--- config.mk ---
export PLATFORM = sky130hd
export DESIGN_NAME = tc_back
export DESIGN_NICKNAME = d
export VERILOG_FILES = /design/src/sv/tc_pkg.sv /design/src/sv/tc_back.sv
export SDC_FILE = /design/constraint.sdc
export NUM_CORES = 1
export LEC_CHECK = 0
export BUFFER_PORTS_ARGS = -buffer_cell sky130_fd_sc_hd__buf_2
export CAP_MARGIN = 10
export CORE_MARGIN = 4
export CORE_UTILIZATION = 25
export CTS_CLUSTER_DIAMETER = 40
export DETAILED_ROUTE_END_ITERATION = 10
export PLACE_DENSITY_LB_ADDON = 0.05
export SETUP_SLACK_MARGIN = 0.5
export SYNTH_ARGS = -nofsm -noshare
export SYNTH_HDL_FRONTEND = slang
export SYNTH_SLANG_ARGS = --single-unit
--- constraint.sdc ---
create_clock -name clock -period 16 [get_ports clock]
set_input_delay 1.6 -clock clock [delete_from_list [all_inputs] [get_ports clock]]
set_output_delay 1.6 -clock clock [all_outputs]
set_load 0.02 [all_outputs]
--- src/sv/tc_pkg.sv ---
// shared widths, constants and pipeline stage type of the circumcenter block
package tc_pkg;
   localparam int COORD_BITS = 16;
   localparam int FRAC_BITS  = 16;
   localparam int FIELD_W    = 16;
   localparam int OUT_W      = 48;
   localparam int LIMIT_W    = 34;
   localparam int CSR_DATA_W = 64;
   localparam int CSR_ADDR_W = 4;
   localparam logic [CSR_ADDR_W-1:0] ADDR_LIMIT = 4'h0;
   localparam logic [LIMIT_W-1:0] LIMIT_RESET = 34'd1;

   localparam int AB_W   = COORD_BITS + 1;
   localparam int PR_W   = 2 * AB_W;
   localparam int SQ_W   = 2 * AB_W;
   localparam int DM_W   = 2 * AB_W + 1;
   localparam int D_W    = DM_W + 1;
   localparam int N_W    = SQ_W + AB_W + 1;
   localparam int NM_W   = N_W - 1;
   localparam int NUM_W  = NM_W + FRAC_BITS;
   localparam int LC_W   = DM_W > LIMIT_W ? DM_W : LIMIT_W;
   localparam int CMP_W  = NUM_W > 64 ? NUM_W : 64;
   localparam int SUM_W  = 66;

   localparam logic [63:0] QCAP = 64'h4000_0000_0000_0000;
   localparam logic signed [OUT_W-1:0] OUT_MAX = {1'b0, {(OUT_W-1){1'b1}}};
   localparam logic signed [OUT_W-1:0] OUT_MIN = {1'b1, {(OUT_W-1){1'b0}}};

   typedef struct packed {
      logic                         valid;
      logic                         degenerate;
      logic                         neg_x;
      logic                         neg_y;
      logic signed [COORD_BITS-1:0] ax;
      logic signed [COORD_BITS-1:0] ay;
      logic [DM_W-1:0]              dm;
      logic [DM_W-1:0]              rem_x;
      logic [DM_W-1:0]              rem_y;
      logic [NUM_W-1:0]             w_x;
      logic [NUM_W-1:0]             w_y;
   } stage_type;
endpackage

--- src/sv/tc_back.sv ---
// quotient capping, sign, offset by vertex a, clamping, degenerate override and result register
module tc_back
   import tc_pkg::*;
(
   input  logic                     clock,
   input  logic                     reset,
   input  logic                     en,
   input  stage_type                s_in,
   output logic                     out_valid,
   output logic signed [OUT_W-1:0]  center_x,
   output logic signed [OUT_W-1:0]  center_y,
   output logic                     degenerate,
   output logic                     saturated
);
   logic b_valid_ff, b_deg_ff;
   logic signed [COORD_BITS-1:0] b_ax_ff, b_ay_ff;
   logic signed [63:0] b_qx_ff, b_qy_ff;

   logic o_valid_ff, o_deg_ff, o_sat_ff;
   logic signed [OUT_W-1:0] o_x_ff, o_y_ff;

   logic [63:0] qmx, qmy;
   logic signed [SUM_W-1:0] sx, sy;
   logic signed [OUT_W-1:0] x_in, y_in;
   logic satx, saty;

   always_comb begin
      qmx = (CMP_W'(s_in.w_x) > CMP_W'(QCAP)) ? QCAP : 64'(s_in.w_x);
      qmy = (CMP_W'(s_in.w_y) > CMP_W'(QCAP)) ? QCAP : 64'(s_in.w_y);
      sx = (SUM_W'(b_ax_ff) <<< FRAC_BITS) + SUM_W'(b_qx_ff);
      sy = (SUM_W'(b_ay_ff) <<< FRAC_BITS) + SUM_W'(b_qy_ff);
      satx = 1'b1;
      saty = 1'b1;
      if (sx > SUM_W'(OUT_MAX)) begin
         x_in = OUT_MAX;
      end else if (sx < SUM_W'(OUT_MIN)) begin
         x_in = OUT_MIN;
      end else begin
         x_in = OUT_W'(sx);
         satx = 1'b0;
      end
      if (sy > SUM_W'(OUT_MAX)) begin
         y_in = OUT_MAX;
      end else if (sy < SUM_W'(OUT_MIN)) begin
         y_in = OUT_MIN;
      end else begin
         y_in = OUT_W'(sy);
         saty = 1'b0;
      end
   end

   always_ff @(posedge clock) begin
      if (reset) begin
         b_valid_ff <= 1'b0;
         o_valid_ff <= 1'b0;
      end else if (en) begin
         b_valid_ff <= s_in.valid;
         b_deg_ff <= s_in.degenerate;
         b_ax_ff <= s_in.ax;
         b_ay_ff <= s_in.ay;
         b_qx_ff <= s_in.neg_x ? -$signed(qmx) : $signed(qmx);
         b_qy_ff <= s_in.neg_y ? -$signed(qmy) : $signed(qmy);

         o_valid_ff <= b_valid_ff;
         o_deg_ff <= b_deg_ff;
         o_sat_ff <= ~b_deg_ff & (satx | saty);
         o_x_ff <= b_deg_ff ? OUT_MAX : x_in;
         o_y_ff <= b_deg_ff ? OUT_MAX : y_in;
      end
   end

   assign out_valid = o_valid_ff;
   assign center_x = o_x_ff;
   assign center_y = o_y_ff;
   assign degenerate = o_deg_ff;
   assign saturated = o_sat_ff;
endmodule

Word level (Yosys, flattened, before mapping). Cells that the tools add are included.

Output and inout bits: 99. Logic and storage cells: 38. Register bits after elaboration: 261. Bits of input ports: 278.

$add $sub $neg: 4. Order comparisons: 6. Muxes and demuxes: 10. Reduce and logical (&&, ||, !) cells: 3. Bitwise operators: 4.

Operators with widths (number): 2-to-1 mux 64 bit (4); greater-than comparator 67 x 63 -> 1 bit, second input constant (2); adder 32 x 64 -> 65 bit (2); greater-than comparator 65 x 48 -> 1 bit, second input constant (2); less-than comparator 65 x 48 -> 1 bit, second input constant (2); negator 64 bit (2); 2-to-1 mux 48 bit (2); 2-to-1 mux 1 bit (4); OR reduction 2 bit (2); NOT 1 bit (2); AND reduction 2 bit (1); AND 1 bit (1); OR 1 bit (1).

Longest topological paths before layout. Gate-level depths: netlist of run 1.

Depth after elaboration: 6. Mapped depth: 18. Mapped depth without buffers: 14.

Worst setup path after synthesis of run 1. Ideal clock, no wire load.

Path kind: input to register. Start: input reset. End: register b_ax_ff[0] (enable). Setup slack: 2030 ps. Required time: 15081 ps. Data arrival time: 13051 ps. Library setup time: 919 ps. Stages on the path: 1. Path buffers: 0. Cell sequence: nor2b_1.

Longest elaborated chain between the ends: 2.

RTL lines: start: declaration (RTL line tc_back.sv:6) `input logic reset,`; NOT 1 bit (no source line); AND reduction 2 bit (no source line); end signal: assignment (RTL line tc_back.sv:59) `b_ax_ff <= s_in.ax;`; end: declaration (RTL line tc_back.sv:16) `logic signed [COORD_BITS-1:0] b_ax_ff, b_ay_ff;`.

No other way between the ends. A chain may end at the register's enable or synchronous reset.

Final worst setup path of run 1.
Start: input s_in[71] (netlist bit). End: register b_qx_ff[38], data pin.

Longest elaborated chain between the ends: 4.

RTL lines: start: declaration (RTL line tc_back.sv:8) `input stage_type s_in,`; greater-than comparator 67 x 63 -> 1 bit (RTL line tc_back.sv:28) `qmx = (CMP_W'(s_in.w_x) > CMP_W'(QCAP)) ? QCAP : 64'(s_in.w_x);`; 2-to-1 mux 64 bit * (RTL line tc_back.sv:28); negator 64 bit (RTL line tc_back.sv:61) `b_qx_ff <= s_in.neg_x ? -$signed(qmx) : $signed(qmx);`; 2-to-1 mux 64 bit * (RTL line tc_back.sv:61); end signal: assignment (RTL line tc_back.sv:61); end: declaration (RTL line tc_back.sv:17) `logic signed [63:0] b_qx_ff, b_qy_ff;`.

Mark *: on every way between the ends. The rest lies on a longest branch, timed or not.

==> results.md, run 1 <==
* Final number of setup-violating endpoints at 0
* Drt drc at 0
* Final Max Slew Viols at 0
* Vias in the first global route at 16800
* Adder-Cell Fraction of Synth Area at 6.72%
* Largest net degree at the start of global routing at 82
* FF+latch count, synth at 261
* Post-Synth Simple-Gate Area at 18.3%
* Slew headroom at 17.1%
* Period utilisation layout at 39.1%
* Crit path arrival time at 6.67 ns
* Hold slack at 0.498 ns
* EDFF count, synth at 259
* Final min period at 6.26 ns
* First-pass GRT wire length at 105 mm
* Worst setup EP type: register
* Hold-fix buffers, CTS at 0
* Total power at 2.61 mW
* TritonCTS Sinks at 261
* Post-DP HPWL at 54.2 mm
* Critical Path, Cell by Cell: buf_2 -> nor4_1 -> nand3b_1 -> nor4_1 -> nand4_1 -> o41ai_1 -> and2_1 -> buf_4 -> nand2_1 -> ha_1 -> buf_4 -> o21ai_0 -> nand2_1 -> a211oi_1
* Clk root buf: clkbuf_16
* Pwr dens at 112 nW/um2
* Die Area at 79800 um2
* Compound-Gate Fraction of Synth Area at 22.5%
* Die W at 283 um
* Run status: completed
* Post-CTS setup buffers at 0
* Hold Crit Class: register to register
* Met3 wire len at 4.94 mm
* # fillers at 7918
* GRT overflow at 0
* Final setup TNS at 0 ns
* Share of the synthesized area in the top cell type at 41.3%
* Share of cells above drive strength 1 at 18.2%
* Vias at 17300
* Final nets at 2707
* Critical path peak fanout at 30
* GRT Total Usage at 17.1%
* Avg Inst Size Synth at 9.10 um2
* Routability cong. at 0.841
* Initial antenna violation count at 32
* Standby leakage power at 8.36 nW
* Vias/cell at 5.14
* I/O pins at 377
* ANT nets after route at 0
* Top_reg_cell synth: edfxtp_1
* YS warnings at 0
* Crit Path Category: primary input to register
* Post-Syn Instances at 2071
* Clk Latency, worst-skew pair at 0.64 ns
* H-Tree Depth at 2
* Xor/xnor cell area share of the yosys netlist at 6.97%
* WL per Instance at 20.9 um
* CP bufs+invs at 3
* Register area at 7820 um2
* Post-cts sizing count at 0
* Worst-margin pin slew at 1.24 ns
* Detailed Route Iter0 Violations at 1134
* Post-Syn Area at 18800 um2
* Drt total wl at 70.4 mm
* Multi-input gate area at 10400 um2
* Synth cell count leaders: edfxtp_1 (259), o21ai_0 (241), nor2_1 (197)
* TritonRoute pass-1 iters at 6
* Clk slew on worst S/H paths at 0.05 ns
* Number of CTS-inserted buffers at 61
* CTS tree: yes
* Largest family of logic cells by synthesized area: compound AO/OA/AOI/OAI gates
* Asr flop ratio synth at 0%
* Hold Vio Cnt, Final at 0
* Top layer in use: met5
* VDD IR max at 0.0744 mV
* Cell taking the most area after synthesis: edfxtp_1
* Worst path slowest cell: nor4_1
* Library cells used by synthesis at 86
* P&R area growth vs syn at 24.0%
* Crit path max-delay family: simple AND/OR/NAND/NOR gates
* WL met2 at 30.2 mm
* Rows at 100
* Port Buf Inserts at 271
* Max frequency at 160 MHz
* Count leader, synth: edfxtp_1
* Longest Clk Path Bufs at 3
* RSZ-0062 raised after global routing: false
* Crit path launch type: primary input
* Syn_nets at 2449
* Synth area leaders: edfxtp_1 (41%), ha_1 (6.5%), o21ai_0 (6.4%), xor2_1 (5.0%), a21oi_1 (4.4%)
* Largest stage delay, worst path at 0.84 ns
* Worst EP required at 16.42 ns
* Starting Density at 25.3%
* Seq/Total Area, Yosys at 41.5%
* Die height at 283 um
* Met1 Wirelength at 33.8 mm
* Post-synthesis mux area share at 0.651%
* Maxcap violations at 0
* Clock skew at 0.0526 ns
* Core Region at 74600 um2
worst reg2reg max path, cell delays in order, from the launching register on:
cell and delay (ns):
edfxtp_1 0.37, buf_4 0.26, ha_1 0.50, nand2_1 0.21, nor3_1 0.66, nand2_1 0.18, a41oi_1 0.53, nor2_1 0.13
xnor2_1 0.15, or4_1 0.48, nor4_1 0.38, nand4b_1 0.24, a21oi_4 0.18, buf_4 0.42, o21ai_0 0.30
registers in the layout (all words and copies together) (netlist names):
name and cells:
b_qx_ff 64, b_qy_ff 64, center_x 48, center_y 48, b_ax_ff 16, b_ay_ff 16, b_deg_ff 1, b_valid_ff 1
degenerate 1, out_valid 1, saturated 1
layout make-up:
type | instances | area share [%]
multi-input combinational | 1649 | 44.7
sequential | 261 | 33.5
clock buffer | 68 | 6.65
timing repair buffer | 292 | 6.53
tap | 969 | 5.19
clock inverter | 44 | 2.27
inverter | 64 | 1.03
antenna | 16 | 0.171
per-layer routing:
layer,up-vias,track usage (%)
li1,8438,-
met1,8282,24.5
met2,427,25.6
met3,107,4.78
met4,24,3.86
met5,-,0
power by group:
group / internal [mW] / leakage [nW] / switching (mW)
logic: 0.186 / 5.20 / 0.352
clock network: 0.841 / 1.00 / 0.420
registers: 0.798 / 2.16 / 0.0140
path summary, 6_finish.rpt:
check	cells after the start	slack, ns	end	startpoint
worst max register to register	14	10.76	center_y[4]$_SDFFCE_PP1P_	b_ay_ff[15]$_DFFE_PP_
worst min-delay path	2	0.50	b_valid_ff$_SDFFE_PP0P_	b_valid_ff$_SDFFE_PP0P_
worst min register to register	2	0.50	b_valid_ff$_SDFFE_PP0P_	b_valid_ff$_SDFFE_PP0P_
worst max-delay path	14	9.74	b_qx_ff[38]$_DFFE_PP_	s_in[71]
through the flow:
stage | std cells | area [um2] | utilization (%) | setup WS (ns)
after floorplan | 2071 | 18800 | - | 2.03
after global placement | 3234 | 21200 | 28.5 | 9.19
after detailed placement | 3234 | 21200 | 28.5 | 9.16
after CTS | 3346 | 23300 | 31.2 | 9.81
after global routing | 3352 | 23300 | 31.3 | 9.40
final | 3363 | 23400 | 31.3 | 9.74
layout by cell type, fill, tap and decap left out, types with 21 or more instances in the layout:
master and instances:
ha_1 98, nand3_1 54, clkbuf_16 61, nor2_1 197
nand2_1 179, xor2_1 107, nand4_1 35, nor3_1 66
a211oi_1 32, o21a_1 29, a21oi_1 164, o21ai_0 241
or3_1 31, edfxtp_1 259, xnor2_1 43, buf_2 271
o31ai_1 23, inv_1 63, or4_1 21, a21o_1 27
logic make-up after synthesis:
family | after synthesis
AOI/OAI and AO/OA | 679
xor gates and xnor gates | 150
adders and majority gates | 100
buffers and inverters | 161
DFF | 261
muxes | 12
and+or+nand+nor | 708
Note: power is estimated with default switching activity, not from simulation.
==> run 2, diff against run 1 <==
--- a/config.mk
+++ b/config.mk
@@ -5,6 +5,7 @@
 export SDC_FILE = /design/constraint.sdc
 export NUM_CORES = 1
 export LEC_CHECK = 0
+export ABC_AREA = 1
 export BUFFER_PORTS_ARGS = -buffer_cell sky130_fd_sc_hd__buf_2
 export CAP_MARGIN = 10
 export CORE_MARGIN = 4
==> constraint.sdc (replaced) <==
create_clock -name clock -period 5.4 [get_ports clock]
set_input_delay 0.54 -clock clock [delete_from_list [all_inputs] [get_ports clock]]
set_output_delay 0.54 -clock clock [all_outputs]
set_load 0.02 [all_outputs]
==> results.md, run 2 <==
* Worst setup EP type: register (unchanged)
* YS warnings at 0 (unchanged)
* Drt total wl at 89.3 mm (was 70.4 mm)
* Synth area leaders: edfxtp_1 (35%), nand2_1 (22%), inv_1 (7.6%), nor2_1 (5.9%), ha_1 (5.5%) (was edfxtp_1 (41%), ha_1 (6.5%), o21ai_0 (6.4%), xor2_1 (5.0%), a21oi_1 (4.4%))
* GRT overflow at 0 (unchanged)
* Post-cts sizing count at 0 (unchanged)
* Detailed Route Iter0 Violations at 1240 (was 1134)
* Run status: completed (unchanged)
* H-Tree Depth at 2 (unchanged)
* Slew headroom at 24.0% (was 17.1%)
* Number of CTS-inserted buffers at 59 (was 61)
* Vias in the first global route at 21500 (was 16800)
* Rows at 109 (was 100)
* Longest Clk Path Bufs at 3 (unchanged)
* Initial antenna violation count at 14 (was 32)
* Clk Latency, worst-skew pair at 0.65 ns (was 0.64 ns)
* Post-place setup slack at 1.23 ns (was 9.16 ns)
* Die Area at 94800 um2 (was 79800 um2)
* EDFF count, synth at 259 (unchanged)
* Count leader, synth: nand2_1 (was edfxtp_1)
* Syn_nets at 3730 (was 2449)
* Reg-to-reg setup timing slack at 1.30 ns (was 10.76 ns)
* Clock skew at 0.0390 ns (was 0.0526 ns)
* Final nets at 4023 (was 2707)
* Max frequency at 244 MHz
* Crit path arrival time at 4.45 ns (was 6.67 ns)
* Hold-fix buffers, CTS at 0 (unchanged)
* Share of the synthesized area in the top cell type at 34.6% (was 41.3%)
* Post-Syn Instances at 3352 (was 2071)
* Largest stage delay, worst path at 0.66 ns (was 0.84 ns)
* Crit Path Category: register to register (was primary input to register)
* Drt drc at 0 (unchanged)
* Period utilisation layout at 75.9%
* Starting Density at 25.3% (about the same)
* Seq/Total Area, Yosys at 34.8% (was 41.5%)
* FF+latch count, synth at 261 (unchanged)
* Final number of setup-violating endpoints at 0 (unchanged)
* Standby leakage power at 13.3 nW (was 8.36 nW)
* Core Region at 88800 um2 (was 74600 um2)
* Critical path peak fanout at 27 (was 30)
* Maxcap violations at 0 (unchanged)
* Post-CTS setup buffers at 0 (unchanged)
* Vias/cell at 4.43 (was 5.14)
* Library cells used by synthesis at 42 (was 86)
* Worst path slowest cell: edfxtp_1 (was nor4_1)
* First-pass GRT wire length at 133 mm (was 105 mm)
* Post-Syn Area at 22500 um2 (was 18800 um2)
* Commonest non-fill, non-tap cell in the layout: nand2_1 (was buf_2)
* ANT nets after route at 0 (unchanged)
* Hold Crit Class: primary input to register (was register to register)
* Cell taking the most area after synthesis: edfxtp_1 (unchanged)
* CTS tree: yes (unchanged)
* Most frequent cells in the layout: nand2_1 (1324), inv_1 (458), nor2_1 (352) (was buf_2 (271), edfxtp_1 (259), o21ai_0 (241))
* Crit-path most repeated cell: nand2_1
* Worst EP required at 5.75 ns (was 16.42 ns)
* Pwr dens at 319 nW/um2 (was 112 nW/um2)
* Reg2Reg Depth at 20 (was 14)
* Worst-margin pin slew at 1.13 ns (was 1.24 ns)
* TritonCTS Sinks at 261 (unchanged)
* GRT Total Usage at 18.6% (was 17.1%)
* Critical Path, Cell by Cell: buf_4 -> ha_1 -> nand2_1 -> nor2_1 -> inv_1 -> nor2_1 -> nand2_1 -> nor2_1 -> nand2_1 -> nand3_1 -> nand2_1 -> nand2_1 -> nand2_1 -> nor2_1 -> nand4_1 -> nand2_1 -> nand2_1 -> inv_2 -> buf_4 -> o21ai_0 (was buf_2 -> nor4_1 -> nand3b_1 -> nor4_1 -> nand4_1 -> o41ai_1 -> and2_1 -> buf_4 -> nand2_1 -> ha_1 -> buf_4 -> o21ai_0 -> nand2_1 -> a211oi_1)
* Largest registers: b_qx_ff (64), b_qy_ff (64) (unchanged)
* Hold Vio Cnt, Final at 0 (unchanged)
* Vias at 21500 (was 17300)
* RR Endpoint: center_x[22]$_SDFFCE_PP1P_ (was center_y[4]$_SDFFCE_PP1P_)
* WL per Instance at 18.4 um (was 20.9 um)
* Largest net degree at the start of global routing at 121 (was 82)
* Die W at 308 um (was 283 um)
* Port Buf Inserts at 271 (unchanged)
* Share of cells above drive strength 1 at 14.3% (was 18.2%)
* Placed cell area at 25100 um2 (was 21200 um2)
* Final min period at 4.10 ns
* Asr flop ratio synth at 0% (unchanged)
* Final Max Slew Viols at 0 (unchanged)
* Critical Path Sink: center_x[22]$_SDFFCE_PP1P_ (was b_qx_ff[38]$_DFFE_PP_)
* P&R area growth vs syn at 20.9% (was 24.0%)
* Synth cell count leaders: nand2_1 (1325), inv_1 (458), nor2_1 (353) (was edfxtp_1 (259), o21ai_0 (241), nor2_1 (197))
* Routability cong. at 0.883 (was 0.841)
* Hold path start: s_in[240] (was b_valid_ff$_SDFFE_PP0P_)
* RSZ-0062 raised after global routing: false (unchanged)
* Clk slew on worst S/H paths at 0.05 ns (about the same)
* VDD IR max at 0.225 mV (was 0.0744 mV)
* Top_reg_cell synth: edfxtp_1 (unchanged)
* TritonRoute pass-1 iters at 7 (was 6)
* Final setup TNS at 0 ns (unchanged)
* Crit path launch: b_ax_ff[15]$_DFFE_PP_ (was s_in[71])
* Final WS setup at 1.30 ns (was 9.74 ns)
* Post-DP HPWL at 74.7 mm (was 54.2 mm)
* Crit path launch type: register (was primary input)
* Clk root buf: clkbuf_16 (unchanged)
* I/O pins at 377 (unchanged)
* Avg Inst Size Synth at 6.71 um2 (was 9.10 um2)
* Post-route cell area at 27200 um2 (was 23400 um2)
* Worst r2r src: b_ax_ff[15]$_DFFE_PP_ (was b_ay_ff[15]$_DFFE_PP_)
* Die height at 308 um (was 283 um)
-- run 2: how the worst min path moves through the flow --
| stage | end | slack, ns | cells past startpoint |
|---|---|---|---|
| floorplan | out_valid$_SDFFE_PP0P_ | 0.43 | 2 |
| global placement | out_valid$_SDFFE_PP0P_ | 0.46 | 2 |
| detailed placement | out_valid$_SDFFE_PP0P_ | 0.45 | 2 |
| CTS | b_ay_ff[1]$_DFFE_PP_ | 0.01 | 1 |
| global route | b_ay_ff[1]$_DFFE_PP_ | 0.02 | 1 |
| finish | b_ay_ff[1]$_DFFE_PP_ | 0.06 | 1 |
-- run 2: kinds of logic (layout without fill, tap and decap cells) --
kind of cell	Yosys count	in the layout	synth area share (%)
AOI/OAI and AO/OA	275	275	6.98
xor gates and xnor gates	146	146	5.69
adders and majority gates	100	100	5.63
buffers and inverters	537	878	9.64
DFF	261	261	34.8
other	0	7	0
and+or+nand+nor	2033	2033	37.3
-- run 2: cell type report --
class	count	area, um2
tap	1165	1460
clock buffer	67	1510
inverter	482	1810
antenna	7	17.5
fill	9959	61600
clock inverter	42	542
timing repair buffer	287	1530
multi-input combinational	2554	12500
sequential	261	7820
-- run 2: critical path: cells and delay by family (launching register included) --
family	cells	cell delay (ns)
adder cells (fa/ha/maj)	1	0.48
buffers and inverters	4	0.90
flip-flops	1	0.66
AND/OR/NAND/NOR	14	1.62
AO/OA/AOI/OAI	1	0.16
-- run 2: routing by layer --
layer  up-vias  wire (um)  track usage [%]
li1      11300          -                -
met5         -         54                0
met2       451      37300             28.1
met4         8       2310             5.43
met3       109       4290             3.14
met1      9694      45400             27.1
-- run 2: report_power, final --
part           leakage (nW)  internal (mW)  switching (mW)
logic                  10.1          0.739            1.68
clock network         0.966           2.45            1.27
registers              2.24           2.44          0.0825
total                  13.3           5.63            3.04
-- run 2: per-stage QoR --
step                cells  power (mW)  utilization [%]  hold WS, ns
floorplan            3352        4.17                -        0.430
global placement     4749        5.03             28.3        0.458
detailed placement   4749        5.01             28.3        0.450
CTS                  4858        8.82             30.6       0.0112
global route         4862        9.22             30.6       0.0223
finish               4865        8.67             30.6       0.0616
