File: src/sv/tc_pkg.sv
// shared widths, constants and pipeline stage type of the circumcenter block
package tc_pkg;
   localparam int COORD_BITS = 16;
   localparam int FRAC_BITS  = 16;
   localparam int FIELD_W    = 16;
   localparam int OUT_W      = 48;
   localparam int LIMIT_W    = 34;
   localparam int CSR_DATA_W = 64;
   localparam int CSR_ADDR_W = 4;
   localparam logic [CSR_ADDR_W-1:0] ADDR_LIMIT = 4'h0;
   localparam logic [LIMIT_W-1:0] LIMIT_RESET = 34'd1;

   localparam int AB_W   = COORD_BITS + 1;
   localparam int PR_W   = 2 * AB_W;
   localparam int SQ_W   = 2 * AB_W;
   localparam int DM_W   = 2 * AB_W + 1;
   localparam int D_W    = DM_W + 1;
   localparam int N_W    = SQ_W + AB_W + 1;
   localparam int NM_W   = N_W - 1;
   localparam int NUM_W  = NM_W + FRAC_BITS;
   localparam int LC_W   = DM_W > LIMIT_W ? DM_W : LIMIT_W;
   localparam int CMP_W  = NUM_W > 64 ? NUM_W : 64;
   localparam int SUM_W  = 66;

   localparam logic [63:0] QCAP = 64'h4000_0000_0000_0000;
   localparam logic signed [OUT_W-1:0] OUT_MAX = {1'b0, {(OUT_W-1){1'b1}}};
   localparam logic signed [OUT_W-1:0] OUT_MIN = {1'b1, {(OUT_W-1){1'b0}}};

   typedef struct packed {
      logic                         valid;
      logic                         degenerate;
      logic                         neg_x;
      logic                         neg_y;
      logic signed [COORD_BITS-1:0] ax;
      logic signed [COORD_BITS-1:0] ay;
      logic [DM_W-1:0]              dm;
      logic [DM_W-1:0]              rem_x;
      logic [DM_W-1:0]              rem_y;
      logic [NUM_W-1:0]             w_x;
      logic [NUM_W-1:0]             w_y;
   } stage_type;
endpackage

File: src/sv/tc_div_stage.sv
// one restoring division step for both coordinates
module tc_div_stage
   import tc_pkg::*;
(
   input  logic      clock,
   input  logic      reset,
   input  logic      en,
   input  stage_type s_in,
   output stage_type s_out
);
   stage_type s_ff;
   stage_type s_nx_in;
   logic [DM_W:0] shx, shy;
   logic gex, gey;

   always_comb begin
      s_nx_in = s_in;
      shx = {s_in.rem_x, s_in.w_x[NUM_W-1]};
      shy = {s_in.rem_y, s_in.w_y[NUM_W-1]};
      gex = shx >= {1'b0, s_in.dm};
      gey = shy >= {1'b0, s_in.dm};
      s_nx_in.rem_x = gex ? DM_W'(shx - {1'b0, s_in.dm}) : DM_W'(shx);
      s_nx_in.rem_y = gey ? DM_W'(shy - {1'b0, s_in.dm}) : DM_W'(shy);
      s_nx_in.w_x = {s_in.w_x[NUM_W-2:0], gex};
      s_nx_in.w_y = {s_in.w_y[NUM_W-2:0], gey};
   end

   always_ff @(posedge clock) begin
      if (reset) begin
         s_ff.valid <= 1'b0;
      end else if (en) begin
         s_ff <= s_nx_in;
      end
   end

   assign s_out = s_ff;
endmodule

File: config.mk
export PLATFORM = sky130hd
export DESIGN_NAME = tc_div_stage
export DESIGN_NICKNAME = d
export VERILOG_FILES = /design/src/sv/tc_pkg.sv /design/src/sv/tc_div_stage.sv
export SDC_FILE = /design/constraint.sdc
export NUM_CORES = 1
export LEC_CHECK = 0
export ABC_AREA = 1
export BUFFER_PORTS_ARGS = -buffer_cell sky130_fd_sc_hd__clkbuf_2
export CORE_AREA = 2 2 213 215
export DETAILED_ROUTE_END_ITERATION = 10
export DIE_AREA = 0 0 215 217
export SYNTH_ARGS = -nofsm -noshare
export SYNTH_HDL_FRONTEND = slang
export SYNTH_SLANG_ARGS = --single-unit
File: constraint.sdc
create_clock -name clock -period 12.1 [get_ports clock]
set_clock_uncertainty 0.2 [all_clocks]
set_input_delay 0.605 -clock clock [delete_from_list [all_inputs] [get_ports clock]]
set_output_delay 0.605 -clock clock [all_outputs]
set_load 0.005 [all_outputs]
# After elaboration in Yosys (flattened, before gate mapping)
# Index checks and enable logic that the tools add are counted.
dict set report classes {
  add_sub_neg 2
  n_mul 0
  div_mod_pow 0
  order_cmp 2
  n_eq_ne 0
  shift 0
  n_mux 2
  n_bitwise 1
  reduce_logical 1
}
# operator count
set op_table {}
lappend op_table {{36-bit by 35-bit >= comparator with 1-bit output} 2}
lappend op_table {{35-bit 2-to-1 mux} 2}
lappend op_table {{35-bit subtractor} 2}
lappend op_table {{2-bit AND reduction} 1}
lappend op_table {{1-bit NOT} 1}
dict set report totals {
  register_bits 275
  latch_bits 0
  ramBits 0
  rom_bits 0
  input_bits 278
  out_inout_bits 275
  wordCells 19
  memories 0
}

# Longest topological paths before layout
# Gate-level depths: netlist (run 1).
dict set report logic_depth {
  depth_word 2
  depth_mapped 16
  ltp_nobuf 15
}

# Worst setup path before layout (run 1)
# OpenSTA, ideal clock, no wires.
dict set report synth_path {
  kind {input -> register}
  startpoint {input port en}
  endpoint {register s_ff (netlist bit s_out[0]), enable pin}
  setup_time_ns 0.923
  t_arrival_ns 12.143
  required_ns 10.977
  setup_slack_ns -1.167
  cell_stages 2
  n_path_buf 0
  cell_sequence {inv_1 > nor2_1}
}
dict set report synth_via {
  elab_chain_len 1
}
# item line
set synth_lines {}
lappend synth_lines {{start: declaration} tc_div_stage.sv:7} ;# input logic en,
lappend synth_lines {{2-bit AND reduction (no source line)} -}
lappend synth_lines {{end signal: assignment} tc_div_stage.sv:32} ;# s_ff <= s_nx_in;
lappend synth_lines {{end: declaration} tc_div_stage.sv:11} ;# stage_type s_ff;
# Every way passes these cells.
# A chain may end at the register's enable or synchronous reset.

==> results summary, run 1 <==
The run finished with clean final reports. The worst setup path is captured at a register. The required time reported for the critical path endpoint came out at 12180 ps. The total number of yosys warnings is 0. The transition at the pin with the smallest max-transition slack is 1030 ps. The critical-path maximum fanout came out at 39. The die height came out at 217 um. The kind of critical path is in2reg. Combinational logic burns 19.3% of the power.

The number of storage elements in the synthesis netlist came out at 275. The met1 global-route usage came out at 31.3%. The first-iteration detailed-routing DRC count came out at 970.

For this run, global-route usage on met2 was measured as 46.2%. The clock network fraction of total power is 37.6%. The total power came out at 0.00270 W. The switching fraction of total power came out at 28.9%. The die area came out at 0.0467 sq mm. The total routed wirelength is 61700 um. The ratio of routed vias to standard cells came out at 4.72. The fraction of post-synthesis cell area in the top cell type by area is 55.9%. The post-synthesis sequential area ratio came out at 56.0%.

STA classifies the critical path startpoint as an input port. The maximum level of the CTS H-tree is 2. The tightest min-delay check is of the in2reg type. The number of buffers between clock root and the deepest sink is 3. In this run the clock root is driven by a clkbuf_16. In the routed design, unresolved DRC markers number 0. The shortest period the worst path allows is 3620 ps. The internal power summed over all cells came out at 0.00192 W. The arrival time of data at the critical path endpoint came out at 3700 ps.

The initial standard-cell utilization of the core came out at 32.9%. The fraction of the core area covered by cells at the end of the flow is 43.1%. The total number of placement rows came out at 78. The count of max-cap constraint violations came out at 0. The number of nets with antenna violations after routing is 0. The combined area of all synthesized cells is 0.0147 sq mm. The sum of net half-perimeters after detailed placement came out at 51200 um.

The number of antenna violations at the first check in global routing came to 9. The part of the cycle the worst path needs came out at 29.9%. Entering global routing, the biggest net connects 159 pins. The global routing stage identified its most utilized layer as met2. The CTS buffer count came out at 35.

The count of buffers from port buffering is 552. Setup slack closes at 8480 ps. The post-synthesis instance total came out at 1600. Summing over every cut layer, the via total after detailed routing is 13200. The final weighted congestion in routability-driven placement came out at 0.922. The clock sink count is 275. The maximum ir drop on the vdd rail is 0.104 mV. Sequential cells burn 43.1% of the power.

For this run, asynchronously set or reset flops after synthesis account for 0%. The clock latency of the later-clocked register in the worst-skew pair is 530 ps. Clock-pin slew was measured on the worst setup and hold paths at 60 ps.

The total of hold buffers inserted after clock tree synthesis is 0. Setup repair after global routing left no endpoint under its margin. The remaining global-route overflow is 0. The met3 usage in global routing came out at 6.32%.

The number of cells after detailed placement is 2740. Leaving out fill and tap cells, the most frequent cell in the layout is nand2_1. The final-layout setup total negative slack is 0 ps. The count of final max-slew check failures came to 0. The aggregate global-route resource usage is 25.8%. At the end of the flow, the number of nets in the layout was 2527. Dividing the detail-routed wire length by the instance count gives 22.0 um.

The analysis attributes to net switching a power of 0.000781 W. When the netlist entered floorplanning its net count stood at 1950. The number of setup buffers added after CTS came out at 0.

The final cell count without fillers is 2807. The average size of a mapped cell is 9.20 sq um. The normalized max-slew margin came out at 30.9%. For this run, the top clock speed supported by timing is 0.276 GHz. Timing analysis after detailed placement gives a worst setup slack of 7940 ps. For this run, the leading register cell type out of synthesis is edfxtp_1. The number of enable flip-flop cells after synthesis came out at 274. The count of unique library cells instantiated by Yosys is 35. The number of detailed-route iterations in the first pass came out at 5.

The synthesis-to-layout area growth came out at 30.8%. The global-route wire length before repair is 87200 um. By area the synthesized netlist is led by edfxtp_1 56%, nand2_1 14%, inv_1 6.6%. The width of the chip came out at 215 um.

The power per cell area came out at 140 mW/mm^2. The layout filler cell count is 4530. The flip-flop count of the largest register, all copies and words added is 275.

The proportion of layout cells with a drive suffix above 1 came out at 29.8%. The total of endpoints with negative setup slack in the final report is 0. The number of hold-slack violations in the final timing report came out at 0. The cell type contributing the most total cell area after synthesis is edfxtp_1. The post-cts resize count is 0. The number of top-level design ports is 553. The static leakage is 9.57 nW. After floorplanning, the core was sized to cover 0.0447 sq mm.

The via count of the first global-routing pass is 13000. In the layout the commonest cells are 559 x nand2_1, 552 x clkbuf_2, 274 x edfxtp_1. TritonCTS built the clock tree.
-- final cells by class --
cell class                      instances  area [sq um]  area share, %
Clock inverter                         19           163          0.845
Clock buffer                           45           935           4.85
Sequential cell                       275          8250           42.8
Inverter                              264           991           5.15
Antenna cell                            3          7.51         0.0390
Timing Repair Buffer                  556          2810           14.6
Tap cell                              600           751           3.90
Multi-Input combinational cell       1045          5350           27.8
-- metrics by stage --
| step | hold WS [ps] | area [sq um] |
|---|---|---|
| floorplan | 249 | 14700 |
| global placement | 247 | 18100 |
| detailed placement | 257 | 18100 |
| CTS | 9.78 | 19200 |
| global route | 14.7 | 19200 |
| finish | 38.0 | 19300 |
-- final timing paths --
kind / startpoint / endpoint / slack [ps] / cells past startpoint
setup / recovery: s_in[133] / s_out[201] / 8480 / 16
hold / removal: s_in[130] / s_out[131] / 40 / 1
setup reg to reg: s_out[274] / s_out[274] / 11340 / 2
hold reg to reg: s_out[274] / s_out[274] / 260 / 2
-- routing by layer --
layer | vias to the layer above | wire length (um)
li1 | 6369 | -
met1 | 6293 | 25500
met2 | 498 | 30700
met3 | 71 | 4240
met4 | 12 | 1210
met5 | - | 73
-- logic make-up (layout without fill, tap and decap cells) --
| group | count (synthesis) | in the layout | synth area share, % |
|---|---|---|---|
| and+or+nand+nor | 832 | 832 | 24.1 |
| xor gates and xnor gates | 36 | 36 | 2.14 |
| DFF | 275 | 275 | 56.0 |
| other | 0 | 3 | 0 |
| adders and majority gates | 72 | 72 | 6.22 |
| AOI/OAI and AO/OA | 105 | 105 | 3.88 |
| buffers and inverters | 280 | 884 | 7.64 |
-- worst max-delay path, cell delays in order --
cell and delay (ps):
clkbuf_2 140, inv_1 70, ha_1 230, fa_1 410
inv_1 120, nand3_1 70, nand3_1 140, nand3_1 110
nand3_2 110, nand2_1 70, nand2_1 80, nand2_1 60
nand2_2 650, inv_2 500, nand2_1 170, nand2_1 70
-- power by group through the flow --
stage | logic, W | registers (W) | clock network (W)
2_1_floorplan | 0.000268 | 0.00120 | 0
3_3_place_gp | 0.000521 | 0.00118 | 0
3_5_place_dp | 0.000522 | 0.00118 | 0
4_1_cts | 0.000525 | 0.00116 | 0.00104
5_1_grt | 0.000577 | 0.00117 | 0.00108
6_report | 0.000521 | 0.00116 | 0.00102
-- synthesized netlist by cell type, types with 14 or more instances --
master	instances
inv_1	260
o21ai_0	36
a21oi_1	52
ha_1	70
nand3_1	60
nand3_2	20
nor3_1	17
nor2_2	14
nand4_1	22
nor2_1	111
xor2_1	34
nand2_1	559
edfxtp_1	274
(Power assumes the default switching activity.)
==> inputs of run 2 (changes only) <==
==> constraint.sdc (replaced) <==
create_clock -name clock -period 3.35 [get_ports clock]
set_clock_uncertainty 0.2 [all_clocks]
set_input_delay 0.1675 -clock clock [delete_from_list [all_inputs] [get_ports clock]]
set_output_delay 0.1675 -clock clock [all_outputs]
set_load 0.005 [all_outputs]
==> run 2 against run 1 <==
Non-clock buffer count up 288. Highest routed layer unchanged. Sequential share of layout area fell by 5.7 points. Hold slack better by 97 ps. Critical path type unchanged. Routed wire length rose by 6.3%. Global-route usage is 1.7 points higher. Combinational power rose to 4.2 times the previous value. First-iteration DRC count fell by 5.4%. Die area did not move.
==> results summary, run 2 (same netlist as run 1, synthesis figures left out) <==
The run finished with clean final reports. Walking the worst path, the cells encountered are dlygate4sd3_1 -> clkbuf_2 -> inv_1 -> ha_1 -> fa_1 -> inv_1 -> nand3_1 -> nand3_1 -> nand3_1 -> nand3_2 -> nand2_1 -> nand2_1 -> nand2_1 -> nand2_2 -> inv_2 -> nand2_1 -> nand2_1. The worst hold path begins at s_in[8]. The most common cell after layout, fill and taps aside is nand2_1. The sequential group share of total power is 41.3% (-1.8 points). The internal power summed over all cells is 0.00722 W (+280%). The worst reg2reg path startpoint is s_out[274]. The register-to-register setup slack is 2030 ps (-9310 ps).

The CTS buffer count was 35 (unchanged). The clock latency of the later-clocked register in the worst-skew pair is 550 ps (+20 ps). The shortest period the worst path allows came out at 3020 ps. The pin count of the biggest net entering global routing came out at 94 (-41%).

The number of cells after detailed placement came out at 2753 (+0.47%). The routed wirelength normalized by instance count is 21.2 um (-3.7%). The number of top-level design ports was 553 (unchanged).

The critical path starts at s_in[133]. The number of antenna violations at the first check in global routing is 11 (+2). The static leakage is 10.8 nW (+13%).

The number of detailed-route iterations in the first pass is 6 (+1). The final weighted congestion in routability-driven placement is 0.939 (+1.7%). The count of final max-slew check failures is 0 (unchanged). Among all stages on the critical path, the largest delay is contributed by dlygate4sd3_1.

The maximum ir drop on the vdd rail is 0.331 mV (+220%). The power per cell area was 459 mW/mm^2 (+230%). TritonCTS built the clock tree. The remaining routing DRC violations is 0 (unchanged).

The total of endpoints with negative setup slack in the final report came out at 0 (unchanged). The initial standard-cell utilization of the core was 32.9% (unchanged). The aggregate global-route resource usage came out at 27.5% (+1.7 points). The maximum level of the CTS H-tree came to 2 (unchanged). The die area is 0.0467 sq mm (unchanged). The switching fraction of total power came out at 29.2% (+0.23 points). The total core area is 0.0447 sq mm (unchanged). The net total in the final layout is 2815 (+11%).

The die height is 217 um (unchanged). The final-layout setup total negative slack is 0 ps (unchanged). The number of nets with antenna violations after routing was 0 (unchanged). The proportion of layout cells with a drive suffix above 1 came out at 27.0% (-2.8 points). The clock transition at the register clock pins on the worst setup and hold paths after CTS came out at 60 ps (about the same). The achievable frequency is 0.332 GHz. The clock sink count is 275 (unchanged).

The normalized max-slew margin came out at 55.0% (+24 points). The transition at the pin with the smallest max-transition slack is 675 ps (-359 ps). In this run the clock root is driven by a clkbuf_16.

The required time reported for the critical path endpoint is 3420 ps (-8760 ps). The critical-path maximum fanout came out at 33 (-15%). The flip-flop count of the largest register, all copies and words added came out at 275 (unchanged). The post-cts resize count came out at 0 (unchanged). The overall via count from detail_route is 14300 (+8.3%). The net switching power of the design came out at 0.00297 W (+280%). The worst slack on hold paths is 135 ps (+96.7 ps). The final worst setup slack came out at 334 ps (-8140 ps). Counting stages on the worst path, the most repeated cell is nand2_1. The count of buffers from port buffering came to 552 (unchanged). The worst register-to-register path ends at s_out[274].

The worst hold path belongs to the class in2reg. The total routed wirelength is 65600 um (+6.3%). The remaining global-route overflow was 0 (unchanged). The global-route wire length before repair is 93800 um (+7.6%). The total power was 0.0102 W (+280%). The total number of placement rows came to 78 (unchanged).

The sort of element at the start of the critical path is an input port. The first-iteration detailed-routing DRC count is 918 (-5.4%). The logic gate share of total power is 21.5% (+2.2 points).

Relative to the synthesized area, the layout overhead comes to 50.8%. The capture point of the critical path is s_out[195]. The ratio of routed vias to standard cells came out at 4.63 (-1.9%).

The via count of the first global-routing pass came out at 14200 (+10%). The post-place setup slack is 408 ps (-7540 ps). The number of hold-slack violations in the final timing report is 0 (unchanged). The longest individual stage delay on the worst path came to 610 ps (-40 ps). The arrival time of data at the critical path endpoint is 3080 ps (-620 ps). Setup repair after global routing left no endpoint under its margin. The clock network fraction of total power came out at 37.2% (-0.4 points). STA classifies the critical path endpoint as a register.

The final cell count without fillers is 3099 (+10%). The top cell types in the final layout, fill and taps aside, are 559 x nand2_1, 552 x clkbuf_2, 275 x dlygate4sd3_1. The sum of net half-perimeters after detailed placement came out at 52600 um (+2.9%).

The critical path in this run is classified as in2reg. The width of the chip came to 215 um (unchanged). The number of cell instances on the worst register-to-register path came to 3 (+1). The part of the cycle the worst path needs came out at 90.0%. The count of max-cap constraint violations was 0 (unchanged). The number of buffers between clock root and the deepest sink is 3 (unchanged).
==> run 2: cell types whose count changed in the layout (fill, tap and decap cells not counted) <==
cell	previous run	this run
dlygate4sd3_1	0	275
buf_4	3	13
diode_2	3	8
clkbuf_1	9	5
buf_12	1	4
clkinvlp_4	1	3
bufinv_16	2	3
clkinv_1	6	7
clkinv_2	6	5
inv_1	260	259
inv_12	0	1
==> run 2: power groups by stage <==
stage	clock, W	combinational, W	sequential, W
after floorplan	0	0.000970	0.00431
after global placement	0	0.00190	0.00428
after detailed placement	0	0.00191	0.00428
after CTS	0.00387	0.00219	0.00421
after global routing	0.00397	0.00240	0.00423
final	0.00379	0.00219	0.00421
==> run 2: timing repair <==
action,4_1_cts,5_1_grt
hold buffers,275,0
setup endpoints to repair,0,0
endpoints found under the hold margin,288,0
setup buffers,0,0
==> run 2: worst min path at each step <==
stage | endpoint | slack (ps) | cells past startpoint
6_report | s_out[9] | 130 | 2
4_1_cts | s_out[103] | 110 | 2
2_1_floorplan | s_out[274] | 40 | 1
3_5_place_dp | s_out[112] | 150 | 1
5_1_grt | s_out[68] | 130 | 2
3_3_place_gp | s_out[269] | 150 | 1
==> run 2: final cells by class <==
| class | count | area, sq um |
|---|---|---|
| antenna | 8 | 20.0 |
| clock inverter | 22 | 206 |
| sequential | 275 | 8250 |
| clock buffer | 41 | 920 |
| multi-input combinational | 1045 | 5350 |
| tap | 600 | 751 |
| fill | 4218 | 22500 |
| timing repair buffer | 844 | 5690 |
| inverter | 264 | 1000 |
==> run 2: per-layer routing <==
layer | GRT usage, % | up-vias | part of all wire (%)
met1 | 33.1 | 6698 | 40
li1 | - | 6943 | -
met5 | 0 | - | 0.10
met4 | 12.5 | 10 | 4.9
met3 | 6.83 | 123 | 7.3
met2 | 46.6 | 572 | 48
==> run 2: metrics by stage <==
stage | utilization (%) | instance area (sq um)
floorplan | - | 14700
global placement | 40.9 | 18300
detailed placement | 40.9 | 18300
CTS | 49.6 | 22200
global route | 49.6 | 22200
finish | 49.7 | 22200
==> run 2: critical path: cells and delay by family <==
family | cells | cell delay (ps)
buf+inv | 5 | 1180
fa+ha+maj | 2 | 620
simple gates | 10 | 1080
==> inputs of run 3 (changes only) <==
==> constraint.sdc (replaced) <==
create_clock -name clock -period 3.8 [get_ports clock]
set_clock_uncertainty 0.2 [all_clocks]
set_input_delay 0.19 -clock clock [delete_from_list [all_inputs] [get_ports clock]]
set_output_delay 0.19 -clock clock [all_outputs]
set_load 0.005 [all_outputs]
==> run 3 against run 2 <==
Global-route usage increased by 0.32 points. Combinational power shrank 12%. Non-clock buffer count decreased by 13. Sequential power fell by 12%. Die area unchanged. Flip-flop and latch count unchanged.
==> results summary, run 3 (same netlist as run 1, synthesis figures left out) <==
The flow ran to the end, and the final reports show no timing, DRC or antenna violations. The required time reported for the critical path endpoint came out at 3860 ps (+440 ps). The final-layout setup total negative slack is 0 ps (unchanged). The final weighted congestion in routability-driven placement was 0.966 (+2.9%).

The library cell used most frequently in the layout, excluding fill and tap cells, is nand2_1. In the layout the commonest cells are 559 x nand2_1, 552 x clkbuf_2, 274 x edfxtp_1. The number of antenna violations at the first check in global routing is 8 (-3). The number of detailed-route iterations in the first pass is 6 (unchanged). The maximum level of the CTS H-tree was 2 (unchanged). The total of endpoints with negative setup slack in the final report came out at 0 (unchanged). The number of cells traversed by the worst hold path was 3 (+1). The count of buffers from port buffering is 552 (unchanged). The width of the chip came out at 215 um (unchanged). The part of the cycle the worst path needs is 79.6%. The initial standard-cell utilization of the core is 32.9% (unchanged). The power per cell area came to 396 mW/mm^2 (-14%). The count of final max-slew check failures came out at 0 (unchanged).

The clock latency of the later-clocked register in the worst-skew pair came out at 530 ps (-20 ps). The count of max-cap constraint violations was 0 (unchanged). The first-iteration detailed-routing DRC count came out at 1101 (+20%).

The combined flip-flop and latch cell area came to 0.00825 sq mm (unchanged). The worst reg2reg path startpoint is s_out[274]. The buffer and inverter count on the worst path is 5 (unchanged). The number of hold-slack violations in the final timing report is 0 (unchanged).

The die height came out at 217 um (unchanged). The arrival time of data at the critical path endpoint is 3090 ps (about the same). The total routed wirelength is 66200 um (+0.91%). The pin count of the biggest net entering global routing came out at 151 (+61%). The reg-to-reg critical path endpoint is s_out[274]. The number of setup buffers added after CTS is 0 (unchanged). The overall via count from detail_route is 14400 (+0.12%). The number of nets with antenna violations after routing was 0 (unchanged).

The total core area came to 0.0447 sq mm (unchanged). The remaining global-route overflow came out at 0 (unchanged). The clock sink count came out at 275 (unchanged).

The number of cell instances on the worst register-to-register path is 3 (unchanged). The synthesis-to-layout area growth is 49.1%. The net total in the final layout is 2801 (-0.50%). The static leakage came out at 10.7 nW (-1.1%). The register-to-register setup slack is 2500 ps (+470 ps). The multi-input logic area came out at 0.00535 sq mm (unchanged). The post-cts resize count is 0 (unchanged).

The sink of the worst hold path is s_out[145]. The flip-flop count of the largest register, all copies and words added came out at 275 (unchanged). The total number of placement rows came out at 78 (unchanged). The global-route wire length before repair came out at 95200 um (+1.4%). The clock transition at the register clock pins on the worst setup and hold paths after CTS came out at 60 ps (about the same). The ratio of routed vias to standard cells came to 4.66 (+0.67%).

The critical-path maximum fanout came out at 38 (+15%). The layout filler cell count is 4300 (+1.9%). The via count of the first global-routing pass is 14400 (+0.84%). The proportion of layout cells with a drive suffix above 1 is 26.6% (-0.45 points). The routed wirelength normalized by instance count was 21.5 um (+1.5%). The critical path in this run is classified as in2reg. The number of top-level design ports is 553 (unchanged). The clock tree root driver cell is clkbuf_16.

The normalized max-slew margin came to 42.8% (-12 points). The total of hold buffers inserted after clock tree synthesis is 271 (-1.5%). The sort of element at the start of the critical path is an input port. The longest individual stage delay on the worst path came out at 600 ps (about the same). The clock period could shrink to 3020 ps. The number of cells after detailed placement is 2744 (-0.33%). The transition at the pin with the smallest max-transition slack is 859 ps (+184 ps). The final cell count without fillers was 3082 (-0.55%). The remaining routing DRC violations came out at 0 (unchanged).

The worst setup path is captured at a register. Static timing analysis puts the maximum clock frequency at 0.331 GHz. The CTS tree is done. The worst setup path startpoint is s_in[133]. The die area came out at 0.0467 sq mm (unchanged).

The min-delay analysis places its worst path in the category in2reg. The fraction of the core area covered by cells at the end of the flow is 49.1% (-0.54 points). Setup repair after global routing left no endpoint under its margin.

The maximum ir drop on the vdd rail is 0.325 mV (-1.7%). The aggregate global-route resource usage is 27.8% (+0.32 points). The largest individual stage delay along the critical path comes from the cell dlygate4sd3_1.

Walking the worst path, the cells encountered are dlygate4sd3_1 -> clkbuf_2 -> inv_1 -> ha_1 -> fa_1 -> inv_1 -> nand3_1 -> nand3_1 -> nand3_1 -> nand3_2 -> nand2_1 -> nand2_1 -> nand2_1 -> nand2_2 -> buf_4 -> o21ai_0. The sum of net half-perimeters after detailed placement is 52500 um (-0.21%). The startpoint identified for the worst hold timing path is s_in[144]. The cell class contributing the biggest share of worst-path delay is buffers and inverters.

The number of buffers between clock root and the deepest sink is 3 (unchanged). The CTS buffer count came out at 34 (-2.9%).
## run 3: worst reg2reg max path, cell delays in order, from the launching register on
cell and delay (ps):
dfxtp_1 340, nand2_1 60, a21oi_1 100, dlygate4sd3_1 540
## run 3: report_power, final
part | leakage [nW] | internal (W) | switching [W]
combinational | 7.62 | 0.000776 | 0.00116
clock | 0.498 | 0.00173 | 0.00133
sequential | 2.57 | 0.00363 | 0.0000769
total | 10.7 | 0.00614 | 0.00256
## run 3: cell type report
class                      count  share of cell area, %
antenna                        9                  0.103
clock buffer                  45                   4.25
clock inverter                13                  0.365
inverter                     264                   4.57
multi-input combinational   1045                   24.4
sequential                   275                   37.6
tap                          600                   3.42
timing repair buffer         831                   25.3
## run 3: metrics by stage
step | area [sq um] | setup slack [ps] | hold slack (ps) | total power [W]
final | 22000 | 775 | 8.34 | 0.00870
after global routing | 21900 | 576 | 49.1 | 0.00909
after CTS | 21900 | 796 | 11.6 | 0.00879
after detailed placement | 18200 | 822 | 169 | 0.00545
after global placement | 18200 | 872 | 168 | 0.00545
after floorplan | 14700 | -1070 | 59.1 | 0.00465
## run 3: per-layer routing
metal / part of all wire (%) / global-route usage [%] / vias up
met5: 0 / 0 / -
met4: 3.6 / 9.29 / 0
met3: 6.6 / 6.21 / 102
met2: 48 / 48.3 / 560
met1: 41 / 34.2 / 6791
li1: - / - / 6910
## run 3: worst max path at each step
stage,end,slack [ps],cells after the start
finish,s_out[170],780,16
global route,s_out[169],580,16
CTS,s_out[169],800,16
detailed placement,s_out[139],820,13
global placement,s_out[139],870,11
floorplan,s_out[0],-1070,2
